--- src/sv/ffha_pkg.sv ---
`timescale 1ns / 1ps
// ----------------------------------------------------------------------------
// ffha_pkg
// Types, codes and constants shared by the first-fit heap allocator files.
// ----------------------------------------------------------------------------
package ffha_pkg;

	localparam int ADDR_BITS = 16;
	localparam int LEN_BITS  = ADDR_BITS + 1;
	// holds request + header + guard + rounding, and that plus two headers
	localparam int NEED_BITS = ADDR_BITS + 2;
	localparam logic [LEN_BITS-1:0] HEAP_LIMIT = LEN_BITS'(1) << ADDR_BITS;

	localparam logic [1:0] CMD_ALLOC   = 2'd0;
	localparam logic [1:0] CMD_RELEASE = 2'd1;
	localparam logic [1:0] CMD_QUERY   = 2'd2;
	localparam logic [1:0] CMD_UNUSED  = 2'd3;

	localparam logic [2:0] ST_OK     = 3'd0;
	localparam logic [2:0] ST_NOMEM  = 3'd1;
	localparam logic [2:0] ST_DOUBLE = 3'd2;
	localparam logic [2:0] ST_BADADR = 3'd3;
	localparam logic [2:0] ST_FULL   = 3'd4;

	typedef struct packed {
		logic [1:0]           cmd;
		logic [15:0]          request_bytes;
		logic [ADDR_BITS-1:0] payload_address;
	} req_t;

	typedef struct packed {
		logic [2:0]           status;
		logic [ADDR_BITS-1:0] granted_address;
		logic                 is_busy;
		logic [LEN_BITS-1:0]  granted_length;
	} rsp_t;

	typedef struct packed {
		logic [ADDR_BITS-1:0] start;
		logic [LEN_BITS-1:0]  length;
		logic                 busy;
	} entry_t;

	typedef enum logic [3:0] {
		S_INIT, S_IDLE, S_DISP, S_SRD, S_SEV, S_NRD, S_NEV, S_PRD, S_PEV,
		S_MVSTART, S_MVRD, S_MVWR, S_WRA, S_WRB, S_DONE
	} state_t;

	typedef enum logic [1:0] {RD_IDX, RD_NEXT, RD_PREV, RD_MOVE} rd_sel_t;

	typedef struct packed {
		logic       cfg_wr;
		logic       init_wr;
		logic       load;
		logic       inc;
		logic       cap_cur;
		logic       cap_nxt;
		logic       cap_prv;
		rd_sel_t    rd_sel;
		logic       mv_up_start;
		logic       mv_dn_start;
		logic       mv_wr;
		logic       wr_a;
		logic       wr_b;
		logic       push;
		logic [2:0] code;
	} ctl_t;

	typedef struct packed {
		logic [1:0] op;
		logic       null_addr;
		logic       idx_end;
		logic       fit;
		logic       split;
		logic       full;
		logic       match;
		logic       rd_busy;
		logic       has_next;
		logic       has_prev;
		logic       mv_done;
		logic       split_q;
		logic       out_free;
	} sts_t;

endpackage

--- src/sv/ffha_ram.sv ---
`timescale 1ns / 1ps
// ----------------------------------------------------------------------------
// ffha_ram
// Simple dual-port RAM, one write and one registered read port.
// ----------------------------------------------------------------------------
module ffha_ram #(
	parameter int WIDTH = 34,
	parameter int DEPTH = 64
) (
	input  logic                     clk,
	input  logic                     we,
	input  logic [$clog2(DEPTH)-1:0] waddr,
	input  logic [WIDTH-1:0]         wdata,
	input  logic [$clog2(DEPTH)-1:0] raddr,
	output logic [WIDTH-1:0]         rdata
);

	logic [WIDTH-1:0] mem_q [DEPTH];

	always_ff @(posedge clk) begin
		if (we) begin
			mem_q[waddr] <= wdata;
		end
		rdata <= mem_q[raddr];
	end

endmodule

--- src/sv/ffha_ctrl.sv ---
`timescale 1ns / 1ps
// ----------------------------------------------------------------------------
// ffha_ctrl
// Sequencer: search, neighbor fetch, table shift, write-back and result.
// ----------------------------------------------------------------------------
module ffha_ctrl import ffha_pkg::*; (
	input  logic   clk,
	input  logic   arst_n,
	input  logic   req_valid,
	input  logic   cfg_valid,
	input  sts_t   sts,
	output ctl_t   ctl,
	output logic   idle
);

	state_t     state_q, state_d;
	logic [2:0] code_q, code_d;

	always_ff @(posedge clk or negedge arst_n) begin
		if (!arst_n) begin
			state_q <= S_INIT;
			code_q  <= ST_OK;
		end else begin
			state_q <= state_d;
			code_q  <= code_d;
		end
	end

	always_comb begin
		state_d = state_q;
		code_d  = code_q;
		ctl     = '0;
		ctl.rd_sel = RD_IDX;
		ctl.code   = code_q;
		idle    = (state_q == S_IDLE);
		case (state_q)
			S_INIT: begin
				ctl.init_wr = 1'b1;
				state_d = S_IDLE;
			end
			S_IDLE: begin
				if (cfg_valid) begin
					ctl.cfg_wr = 1'b1;
					state_d = S_INIT;
				end else if (req_valid) begin
					ctl.load = 1'b1;
					code_d  = ST_OK;
					state_d = S_DISP;
				end
			end
			S_DISP: begin
				if (sts.op == CMD_ALLOC) begin
					state_d = S_SRD;
				end else if ((sts.op == CMD_RELEASE || sts.op == CMD_QUERY) &&
						!sts.null_addr) begin
					state_d = S_SRD;
				end else begin
					state_d = S_DONE;
				end
			end
			S_SRD: begin
				if (sts.idx_end) begin
					code_d  = (sts.op == CMD_ALLOC) ? ST_NOMEM : ST_BADADR;
					state_d = S_DONE;
				end else begin
					state_d = S_SEV;
				end
			end
			S_SEV: begin
				ctl.cap_cur = 1'b1;
				if (sts.op == CMD_ALLOC) begin
					if (sts.fit) begin
						if (!sts.split) begin
							state_d = S_WRA;
						end else if (sts.full) begin
							code_d  = ST_FULL;
							state_d = S_DONE;
						end else begin
							ctl.mv_up_start = 1'b1;
							state_d = S_MVRD;
						end
					end else begin
						ctl.inc = 1'b1;
						state_d = S_SRD;
					end
				end else if (sts.match) begin
					if (sts.op == CMD_QUERY) begin
						state_d = S_DONE;
					end else if (!sts.rd_busy) begin
						code_d  = ST_DOUBLE;
						state_d = S_DONE;
					end else begin
						state_d = S_NRD;
					end
				end else begin
					ctl.inc = 1'b1;
					state_d = S_SRD;
				end
			end
			S_NRD: begin
				ctl.rd_sel = RD_NEXT;
				state_d = sts.has_next ? S_NEV : S_PRD;
			end
			S_NEV: begin
				ctl.cap_nxt = 1'b1;
				state_d = S_PRD;
			end
			S_PRD: begin
				ctl.rd_sel = RD_PREV;
				state_d = sts.has_prev ? S_PEV : S_MVSTART;
			end
			S_PEV: begin
				ctl.cap_prv = 1'b1;
				state_d = S_MVSTART;
			end
			S_MVSTART: begin
				ctl.mv_dn_start = 1'b1;
				state_d = S_MVRD;
			end
			S_MVRD: begin
				ctl.rd_sel = RD_MOVE;
				state_d = sts.mv_done ? S_WRA : S_MVWR;
			end
			S_MVWR: begin
				ctl.rd_sel = RD_MOVE;
				ctl.mv_wr = 1'b1;
				state_d = S_MVRD;
			end
			S_WRA: begin
				ctl.wr_a = 1'b1;
				state_d = (sts.op == CMD_ALLOC && sts.split_q) ? S_WRB : S_DONE;
			end
			S_WRB: begin
				ctl.wr_b = 1'b1;
				state_d = S_DONE;
			end
			S_DONE: begin
				// hold until the output register is free
				if (sts.out_free) begin
					ctl.push = 1'b1;
					state_d = S_IDLE;
				end
			end
			default: begin
				state_d = S_INIT;
			end
		endcase
	end

endmodule

--- src/sv/ffha_dp.sv ---
`timescale 1ns / 1ps
// ----------------------------------------------------------------------------
// ffha_dp
// Segment table RAM, search index, neighbor registers and result register.
// ----------------------------------------------------------------------------
module ffha_dp import ffha_pkg::*; #(
	parameter int MAX_SEGMENTS     = 64,
	parameter int HEADER_BYTES     = 20,
	parameter int TAIL_GUARD_BYTES = 4
) (
	input  logic                clk,
	input  logic                arst_n,
	input  ctl_t                ctl,
	output sts_t                sts,
	input  req_t                req,
	input  logic [LEN_BITS-1:0] cfg_data,
	output logic                rsp_valid,
	input  logic                rsp_stall,
	output rsp_t                rsp
);

	localparam int IDX_W = $clog2(MAX_SEGMENTS);
	localparam int CNT_W = $clog2(MAX_SEGMENTS + 1);
	localparam int ENT_W = $bits(entry_t);
	localparam logic [NEED_BITS-1:0] HDR   = NEED_BITS'(HEADER_BYTES);
	localparam logic [NEED_BITS-1:0] EXTRA = NEED_BITS'(HEADER_BYTES + TAIL_GUARD_BYTES + 3);
	localparam logic [CNT_W-1:0]     MAXC  = CNT_W'(MAX_SEGMENTS);

	logic [LEN_BITS-1:0]  heap_q;
	logic [CNT_W-1:0]     count_q, idx_q, k_q;
	logic [1:0]           s_q;
	logic                 up_q, nf_q, pf_q, split_q;
	req_t                 word_q;
	logic [NEED_BITS-1:0] need_q;
	entry_t               cur_q, nxt_q, prv_q, rd_e, wr_e;
	logic                 we;
	logic [CNT_W-1:0]     waddr, raddr;
	logic [ENT_W-1:0]     rdata;
	logic [LEN_BITS-1:0]  cap_v;
	logic [NEED_BITS-1:0] tail_start, merged;
	logic [CNT_W-1:0]     idx_p1, idx_m1;
	logic [CNT_W:0]       k_plus_s;
	rsp_t                 rsp_d;

	assign rd_e     = entry_t'(rdata);
	assign idx_p1   = idx_q + CNT_W'(1);
	assign idx_m1   = idx_q - CNT_W'(1);
	assign k_plus_s = {1'b0, k_q} + (CNT_W + 1)'(s_q);
	assign tail_start = NEED_BITS'(cur_q.start) + NEED_BITS'(cur_q.length) - need_q;
	assign merged = NEED_BITS'(cur_q.length) + (nf_q ? NEED_BITS'(nxt_q.length) : '0)
		+ (pf_q ? NEED_BITS'(prv_q.length) : '0);

	always_comb begin
		cap_v = (cfg_data > HEAP_LIMIT) ? HEAP_LIMIT : cfg_data;
		cap_v[1:0] = 2'b00;
	end

	always_comb begin
		case (ctl.rd_sel)
			RD_IDX:  raddr = idx_q;
			RD_NEXT: raddr = idx_p1;
			RD_PREV: raddr = idx_m1;
			RD_MOVE: raddr = up_q ? (k_q - CNT_W'(1)) : k_plus_s[CNT_W-1:0];
			default: raddr = idx_q;
		endcase
	end

	always_comb begin
		we    = 1'b1;
		waddr = idx_q;
		wr_e  = '{start: cur_q.start, length: cur_q.length, busy: 1'b0};
		if (ctl.init_wr) begin
			waddr = '0;
			wr_e  = '{start: '0, length: heap_q, busy: 1'b0};
		end else if (ctl.mv_wr) begin
			waddr = k_q;
			wr_e  = rd_e;
		end else if (ctl.wr_a) begin
			if (word_q.cmd == CMD_ALLOC) begin
				if (split_q) begin
					waddr = idx_p1;
					wr_e  = '{start: tail_start[ADDR_BITS-1:0],
						length: need_q[LEN_BITS-1:0], busy: 1'b1};
				end else begin
					wr_e.busy = 1'b1;
				end
			end else begin
				waddr = pf_q ? idx_m1 : idx_q;
				wr_e  = '{start: pf_q ? prv_q.start : cur_q.start,
					length: merged[LEN_BITS-1:0], busy: 1'b0};
			end
		end else if (ctl.wr_b) begin
			wr_e.length = LEN_BITS'(NEED_BITS'(cur_q.length) - need_q);
		end else begin
			we = 1'b0;
		end
	end

	ffha_ram #(.WIDTH(ENT_W), .DEPTH(MAX_SEGMENTS)) u_ram (
		.clk   (clk),
		.we    (we),
		.waddr (waddr[IDX_W-1:0]),
		.wdata (wr_e),
		.raddr (raddr[IDX_W-1:0]),
		.rdata (rdata)
	);

	always_ff @(posedge clk or negedge arst_n) begin
		if (!arst_n) begin
			heap_q    <= HEAP_LIMIT;
			count_q   <= CNT_W'(1);
			idx_q     <= '0;
			k_q       <= '0;
			s_q       <= '0;
			up_q      <= 1'b0;
			nf_q      <= 1'b0;
			pf_q      <= 1'b0;
			split_q   <= 1'b0;
			rsp_valid <= 1'b0;
		end else begin
			if (ctl.cfg_wr) begin
				heap_q <= cap_v;
			end
			if (ctl.init_wr) begin
				count_q <= CNT_W'(1);
			end
			if (ctl.load) begin
				idx_q   <= '0;
				s_q     <= '0;
				nf_q    <= 1'b0;
				pf_q    <= 1'b0;
				split_q <= 1'b0;
			end
			if (ctl.inc) begin
				idx_q <= idx_p1;
			end
			if (ctl.cap_cur) begin
				split_q <= sts.split;
			end
			if (ctl.cap_nxt) begin
				nf_q <= !rd_e.busy;
			end
			if (ctl.cap_prv) begin
				pf_q <= !rd_e.busy;
			end
			if (ctl.mv_up_start) begin
				k_q  <= count_q;
				up_q <= 1'b1;
			end
			if (ctl.mv_dn_start) begin
				up_q <= 1'b0;
				s_q  <= 2'(nf_q) + 2'(pf_q);
				k_q  <= (nf_q && !pf_q) ? idx_p1 : idx_q;
			end
			if (ctl.mv_wr) begin
				k_q <= up_q ? (k_q - CNT_W'(1)) : (k_q + CNT_W'(1));
			end
			if (ctl.push) begin
				rsp_valid <= 1'b1;
				if (ctl.code == ST_OK) begin
					if (word_q.cmd == CMD_ALLOC && split_q) begin
						count_q <= count_q + CNT_W'(1);
					end else if (word_q.cmd == CMD_RELEASE) begin
						count_q <= count_q - CNT_W'(s_q);
					end
				end
			end else if (!rsp_stall) begin
				rsp_valid <= 1'b0;
			end
		end
	end

	always_comb begin
		rsp_d = '0;
		rsp_d.status = ctl.code;
		if (ctl.code == ST_OK && word_q.cmd == CMD_ALLOC) begin
			if (split_q) begin
				rsp_d.granted_address = ADDR_BITS'(tail_start + HDR);
				rsp_d.granted_length  = need_q[LEN_BITS-1:0];
			end else begin
				rsp_d.granted_address = ADDR_BITS'(NEED_BITS'(cur_q.start) + HDR);
				rsp_d.granted_length  = cur_q.length;
			end
		end
		if (ctl.code == ST_OK && word_q.cmd == CMD_QUERY &&
				word_q.payload_address != '0) begin
			rsp_d.is_busy = cur_q.busy;
		end
	end

	always_ff @(posedge clk) begin
		if (ctl.load) begin
			word_q <= req;
			need_q <= (NEED_BITS'(req.request_bytes) + EXTRA) & ~NEED_BITS'(3);
		end
		if (ctl.cap_cur) begin
			cur_q <= rd_e;
		end
		if (ctl.cap_nxt) begin
			nxt_q <= rd_e;
		end
		if (ctl.cap_prv) begin
			prv_q <= rd_e;
		end
		if (ctl.push) begin
			rsp <= rsp_d;
		end
	end

	always_comb begin
		sts.op        = word_q.cmd;
		sts.null_addr = (word_q.payload_address == '0);
		sts.idx_end   = (idx_q == count_q);
		sts.fit       = !rd_e.busy && (NEED_BITS'(rd_e.length) >= need_q);
		sts.split     = NEED_BITS'(rd_e.length) > (need_q + (HDR << 1));
		sts.full      = (count_q >= MAXC);
		sts.match     = (NEED_BITS'(rd_e.start) + HDR) ==
			NEED_BITS'(word_q.payload_address);
		sts.rd_busy   = rd_e.busy;
		sts.has_next  = (idx_p1 < count_q);
		sts.has_prev  = (idx_q != '0);
		sts.mv_done   = up_q ? (k_q == idx_p1) :
			((s_q == 2'd0) || (k_plus_s >= {1'b0, count_q}));
		sts.split_q   = split_q;
		sts.out_free  = !rsp_valid || !rsp_stall;
	end

endmodule

--- src/sv/first_fit_heap_allocator.sv ---
`timescale 1ns / 1ps
// ----------------------------------------------------------------------------
// first_fit_heap_allocator
// First-fit heap allocator with split and coalescing over a segment table.
// ----------------------------------------------------------------------------
//  channel | handshake            | word
//  req     | req_valid/req_stall  | req_t: cmd, request_bytes, payload_address
//  rsp     | rsp_valid/rsp_stall  | rsp_t: status, address, is_busy, length
//  cfg     | cfg_valid/cfg_ready  | heap_length (17 bits)
//
//  One command at a time. The search reads the table entries in turn
//  from the segment RAM, each in a read state and an evaluate state; a split
//  or merge then shifts the table tail one entry per read and write state pair.
//  Reset or a heap_length write rebuilds entry 0 in the init state.
//  A stalled result stays in the output register; the next command is
//  accepted meanwhile and waits at its end for the register to free.
// ----------------------------------------------------------------------------
module first_fit_heap_allocator import ffha_pkg::*; #(
	parameter int MAX_SEGMENTS     = 64,
	parameter int HEADER_BYTES     = 20,
	parameter int TAIL_GUARD_BYTES = 4
) (
	input  logic                clk,
	input  logic                arst_n,
	input  logic                req_valid,
	output logic                req_stall,
	input  req_t                req,
	output logic                rsp_valid,
	input  logic                rsp_stall,
	output rsp_t                rsp,
	input  logic                cfg_valid,
	output logic                cfg_ready,
	input  logic [LEN_BITS-1:0] cfg_data
);

	ctl_t ctl;
	sts_t sts;
	logic idle;

	assign cfg_ready = idle;
	assign req_stall = !idle || cfg_valid;

	ffha_ctrl u_ctrl (
		.clk       (clk),
		.arst_n    (arst_n),
		.req_valid (req_valid),
		.cfg_valid (cfg_valid),
		.sts       (sts),
		.ctl       (ctl),
		.idle      (idle)
	);

	ffha_dp #(
		.MAX_SEGMENTS     (MAX_SEGMENTS),
		.HEADER_BYTES     (HEADER_BYTES),
		.TAIL_GUARD_BYTES (TAIL_GUARD_BYTES)
	) u_dp (
		.clk       (clk),
		.arst_n    (arst_n),
		.ctl       (ctl),
		.sts       (sts),
		.req       (req),
		.cfg_data  (cfg_data),
		.rsp_valid (rsp_valid),
		.rsp_stall (rsp_stall),
		.rsp       (rsp)
	);

	a_busy_after_req: assert property (@(posedge clk) disable iff (!arst_n)
		(req_valid && !req_stall) |=> req_stall)
		else $error("accepted a second command while busy");

	a_busy_after_cfg: assert property (@(posedge clk) disable iff (!arst_n)
		(cfg_valid && cfg_ready) |=> (req_stall && !cfg_ready))
		else $error("table rebuild skipped after heap_length write");

	a_fail_zero: assert property (@(posedge clk) disable iff (!arst_n)
		(rsp_valid && rsp.status != ST_OK) |->
		(rsp.granted_address == '0 && rsp.granted_length == '0))
		else $error("failed command carries a grant");

endmodule
--- config.mk ---
export PLATFORM = sky130hd
export DESIGN_NAME = first_fit_heap_allocator
export DESIGN_NICKNAME = d
export VERILOG_FILES = /design/src/sv/ffha_pkg.sv /design/src/sv/ffha_ram.sv /design/src/sv/ffha_ctrl.sv /design/src/sv/ffha_dp.sv /design/src/sv/first_fit_heap_allocator.sv
export SDC_FILE = /design/constraint.sdc
export NUM_CORES = 2
export LEC_CHECK = 0
export ABC_AREA = 0
export BUFFER_PORTS_ARGS = -buffer_cell sky130_fd_sc_hd__clkbuf_2
export CAP_MARGIN = 20
export CORE_UTILIZATION = 57
export CTS_CLUSTER_DIAMETER = 60
export DETAILED_ROUTE_END_ITERATION = 8
export PLACE_DENSITY_LB_ADDON = 0.05
export SLEW_MARGIN = 20
export SYNTH_ARGS = -nofsm -noshare
export SYNTH_HDL_FRONTEND = slang
export SYNTH_SLANG_ARGS = --single-unit
--- constraint.sdc ---
create_clock -name clk -period 7 [get_ports clk]
set_input_delay 0.7 -clock clk [delete_from_list [all_inputs] [get_ports clk]]
set_output_delay 0.7 -clock clk [all_outputs]
set_load 0.01 [all_outputs]
==> summary.md <==
| Metric | Value |
|---|---|
| Status | complete, no violations |
| Share of the cycle needed by the critical path after routing | between 80% and 90% |
| TritonCTS clock tree | built |
| Fillcell total | about 13,000 |
| Worst r2r path cells | 11 |
| Post-synth cell types | 96 |
| Global router's overall resource usage | 30.3% |
| Die extent in y | ~430 µm |
| Number of global-route vias before repair | 55,844 |
| HP Start | cfg_data[7] |
| Clock edge transition at the registers on the reported setup and hold paths | 0.06 ns |
| R2R Path Start | u_ctrl.state_q[3] |
| Rows | ~160 |
| Nature of the critical path endpoint | flop |
| Pin count of the biggest net entering global routing | 115 |
| DIE AREA | 186,000 µm² |
| Instance count of the mapped netlist | around 6,400 |
| First-pass GRT wire length | between 400,000 and 500,000 µm |
| Top-level I/O count | 96 |
| Data arrival time of the critical path | 6.66 ns |
| Number of CTS-inserted buffers | around 270 |
| Max-cap check violation count | 0 |
| Library cell with the highest instance count after synthesis | sky130_fd_sc_hd__edfxtp_1 |
| Gates resized, CTS repair | 0 |
| Clock Path Buffers | 4 |
| Ratio of cells with drive above 1 in the final layout | 12.0% |
| Iteration count of the initial detailed-routing pass | 6 |
| Synthesis-stage register bit count | 2,414 |
| Violation count after the first detailed-route iteration | ~6,000 |
| Routed wirelength normalized by instance count | between 30 and 40 µm |
| Library cell used as clock root buffer | sky130_fd_sc_hd__clkbuf_16 |
| DRC errors left | 0 |
| Global-route congestion overflow total | 0 |
| RSZ-0062 raised after global routing | false |
| Share of synthesized registers carrying an async set or reset | slightly above 2% |
| Number of enable-type register cells in the synthesized netlist | 2,330 |
| Sequential share of the synthesized area | between 60 and 70% |
| Critical path start-end classification | flop to flop |
| Worst Hold Endpoint | u_dp.heap_q[7] |
| Antenna violations before repair | 15 |
| Fin util | around two thirds |
| PortBufs | between 90 and 100 |
| Die Span X | ~430 µm |
| Nets | between 6,000 and 7,000 |
| Mean instance size in the synthesized netlist | around 16 µm² |
| Required time at the endpoint of the critical path | roughly 7.8 ns |
| Post-route clock skew | 0.0666 ns |
| Ranking of synthesized cells by instance count | sky130_fd_sc_hd__edfxtp_1 (2,330), sky130_fd_sc_hd__mux2i_1 (2,175), sky130_fd_sc_hd__nor2_1 (197), sky130_fd_sc_hd__nand2_1 (192), sky130_fd_sc_hd__buf_2 (154) |
| Final-layout setup total negative slack | 0 ns |
| Worst R2R Setup Slack | around 1.1 ns |
| Routed wire length | ~280,000 µm |
| Antenna-violating nets left | 0 |
| Worst-case headroom to the max-slew limit | between 10% and 20% |
| Most instantiated flip-flop cell in the synthesis netlist | sky130_fd_sc_hd__edfxtp_1 |
| Worst-path maximum fanout | 37 |
| Clock latency at the later pin of the worst-skew pair | around 0.9 ns |
| Synth top area share | around two thirds |
| Final weighted congestion in routability-driven placement | just over 0.9 |
| Most area-consuming cells after synthesis | sky130_fd_sc_hd__edfxtp_1 (67%), sky130_fd_sc_hd__mux2i_1 (21%), sky130_fd_sc_hd__ha_1 (1.3%) |
| Setup-violating endpoint count in the final report | 0 |
| Post-synth top area cell | sky130_fd_sc_hd__edfxtp_1 |
| Register area | between 70,000 and 80,000 µm² |
| Sinks on Clock Net | about 2,400 |
| Post-Synthesis Cell Area | approximately 110,000 µm² |
| HPWL reported at the end of detailed placement | between 150,000 and 200,000 µm |
| Max-slew violation count | 0 |
| Transition time of the tightest slew-check pin | 1.21 ns |
| Core Box Area | around 180,000 µm² |
| Vias after detailed routing | approximately 58,000 |
| Worst r2r dst | u_dp.u_ram.rdata[7] |
| Starting density of the core | 57.4% |
| Final hold vios | 0 |
| Worst hold-check path type | input pin to flop |
| Startpoint types | flop |
| Post-CTS setup buffers | 0 |
| Area Growth Syn to Fin | 13.1% |
| Worst Hold Path Cells | 2 |
| Area of the multi-input gates | 31,700 µm² |
| Fmax achieved | 171 MHz |
| Synth warnings | 0 |
| Htree depth | 5 |
| Post-Synthesis Net Count | around 6,600 |
| Final period demand of the worst path | 5.86 ns |
| Via density per instance | between 6 and 7 |
-- worst max-delay path, cell delays in order, from the launching register on --
cell and delay, ns:
sky130_fd_sc_hd__dfrtp_1 0.77, sky130_fd_sc_hd__nor2b_1 0.88, sky130_fd_sc_hd__nand2_4 0.27, sky130_fd_sc_hd__a31oi_4 0.76
sky130_fd_sc_hd__buf_12 0.36, sky130_fd_sc_hd__buf_12 0.32, sky130_fd_sc_hd__buf_4 0.41, sky130_fd_sc_hd__mux2i_1 0.35
sky130_fd_sc_hd__mux2i_1 0.15, sky130_fd_sc_hd__mux2i_1 0.64, sky130_fd_sc_hd__mux2i_1 0.49, sky130_fd_sc_hd__mux2i_1 0.24
-- cell usage in the layout, fill, tap and decap left out, types with 16 or more instances in the layout --
master,n
sky130_fd_sc_hd__nor2_4,70
sky130_fd_sc_hd__nor2_1,127
sky130_fd_sc_hd__o21ai_0,85
sky130_fd_sc_hd__clkinv_2,32
sky130_fd_sc_hd__xnor2_1,79
sky130_fd_sc_hd__nand2b_1,20
sky130_fd_sc_hd__bufinv_16,16
sky130_fd_sc_hd__buf_4,174
sky130_fd_sc_hd__buf_12,37
sky130_fd_sc_hd__a211oi_1,20
sky130_fd_sc_hd__a21o_1,20
sky130_fd_sc_hd__nand3_1,46
sky130_fd_sc_hd__clkbuf_2,96
sky130_fd_sc_hd__nand2_1,188
sky130_fd_sc_hd__dfrtp_1,47
sky130_fd_sc_hd__fa_1,33
sky130_fd_sc_hd__and3_1,22
sky130_fd_sc_hd__dlygate4sd3_1,26
sky130_fd_sc_hd__nor4_1,20
sky130_fd_sc_hd__nor3_1,44
sky130_fd_sc_hd__o22ai_1,26
sky130_fd_sc_hd__clkbuf_16,284
sky130_fd_sc_hd__o211ai_1,18
sky130_fd_sc_hd__a21oi_1,95
sky130_fd_sc_hd__edfxtp_1,2330
sky130_fd_sc_hd__mux2i_1,2171
sky130_fd_sc_hd__clkbuf_1,60
sky130_fd_sc_hd__dfxtp_1,33
sky130_fd_sc_hd__nor2b_1,20
sky130_fd_sc_hd__clkbuf_8,20
sky130_fd_sc_hd__xor2_1,47
sky130_fd_sc_hd__ha_1,106
sky130_fd_sc_hd__inv_1,149
sky130_fd_sc_hd__clkinv_1,44
-- logic make-up after synthesis --
family / synth area share [%]
AOI/OAI and AO/OA: 2.73
DFF: 68.5
buffers and inverters: 2.20
muxes: 20.8
xor gates and xnor gates: 1.05
and+or+nand+nor: 2.88
adders and majority gates: 1.89
-- stage by stage --
step                std cells  hold WS (ns)  setup slack (ns)  instance area, µm²
global placement         8856         0.461              1.22              110000
finish                   9373        0.0685              1.14              119000
global route             9364        0.0485              1.06              119000
detailed placement       8861         0.465              1.27              110000
floorplan                6398         0.404             0.250              105000
CTS                      9360        0.0116              1.21              119000
-- flip-flops by register name, summed over array words and instances, names as in the netlist, 4 cells and up --
register / cells
u_ctrl.state_q: 4
u_dp.count_q: 7
u_dp.cur_q: 34
u_dp.heap_q: 15
u_dp.idx_q: 7
u_dp.k_q: 7
u_dp.need_q: 15
u_dp.nxt_q: 17
u_dp.prv_q: 33
u_dp.rsp: 37
u_dp.u_ram.mem_q: 2176
u_dp.u_ram.rdata: 34
u_dp.word_q: 16
-- what timing repair did --
| item | 4_1_cts | 5_1_grt |
|---|---|---|
| hold buffers | 26 | 0 |
| endpoints found under the setup margin | 0 | 0 |
| endpoints found under the hold margin | 73 | 0 |
-- metal layers --
layer	routed length, µm	global-route usage (%)	up-vias	share of wire, %
met5	0	0	-	0
met4	10200	11.0	0	3.6
met3	20400	4.65	462	7.2
met2	130000	46.6	2255	46
met1	124000	44.2	29709	44
li1	-	-	25365	-
-- how the worst max path moves through the flow --
| stage | cells past startpoint | endpoint | startpoint | slack [ns] |
|---|---|---|---|---|
| 2_1_floorplan | 18 | u_dp.u_ram.mem_q[0][10] | u_dp.pf_q | 0.25 |
| 3_3_place_gp | 10 | u_dp.u_ram.rdata[21] | u_ctrl.state_q[3] | 1.22 |
| 3_5_place_dp | 11 | u_dp.u_ram.rdata[7] | u_ctrl.state_q[3] | 1.27 |
| 4_1_cts | 11 | u_dp.u_ram.rdata[7] | u_ctrl.state_q[3] | 1.21 |
| 5_1_grt | 11 | u_dp.u_ram.rdata[7] | u_ctrl.state_q[3] | 1.06 |
| 6_report | 11 | u_dp.u_ram.rdata[7] | u_ctrl.state_q[3] | 1.14 |
-- final cells by class --
cell class	instances	area share [%]
inverters	152	0.480
repair buffers	339	2.47
clock buffers	364	6.40
flip-flops and latches	2414	60.5
multi-input cells	3521	26.7
well taps	2464	2.60
diodes	10	0.0211
clock inverters	109	0.815
Power is not shown: default switching activity piles up to over one toggle a cycle in this logic, so the estimate is an artifact.
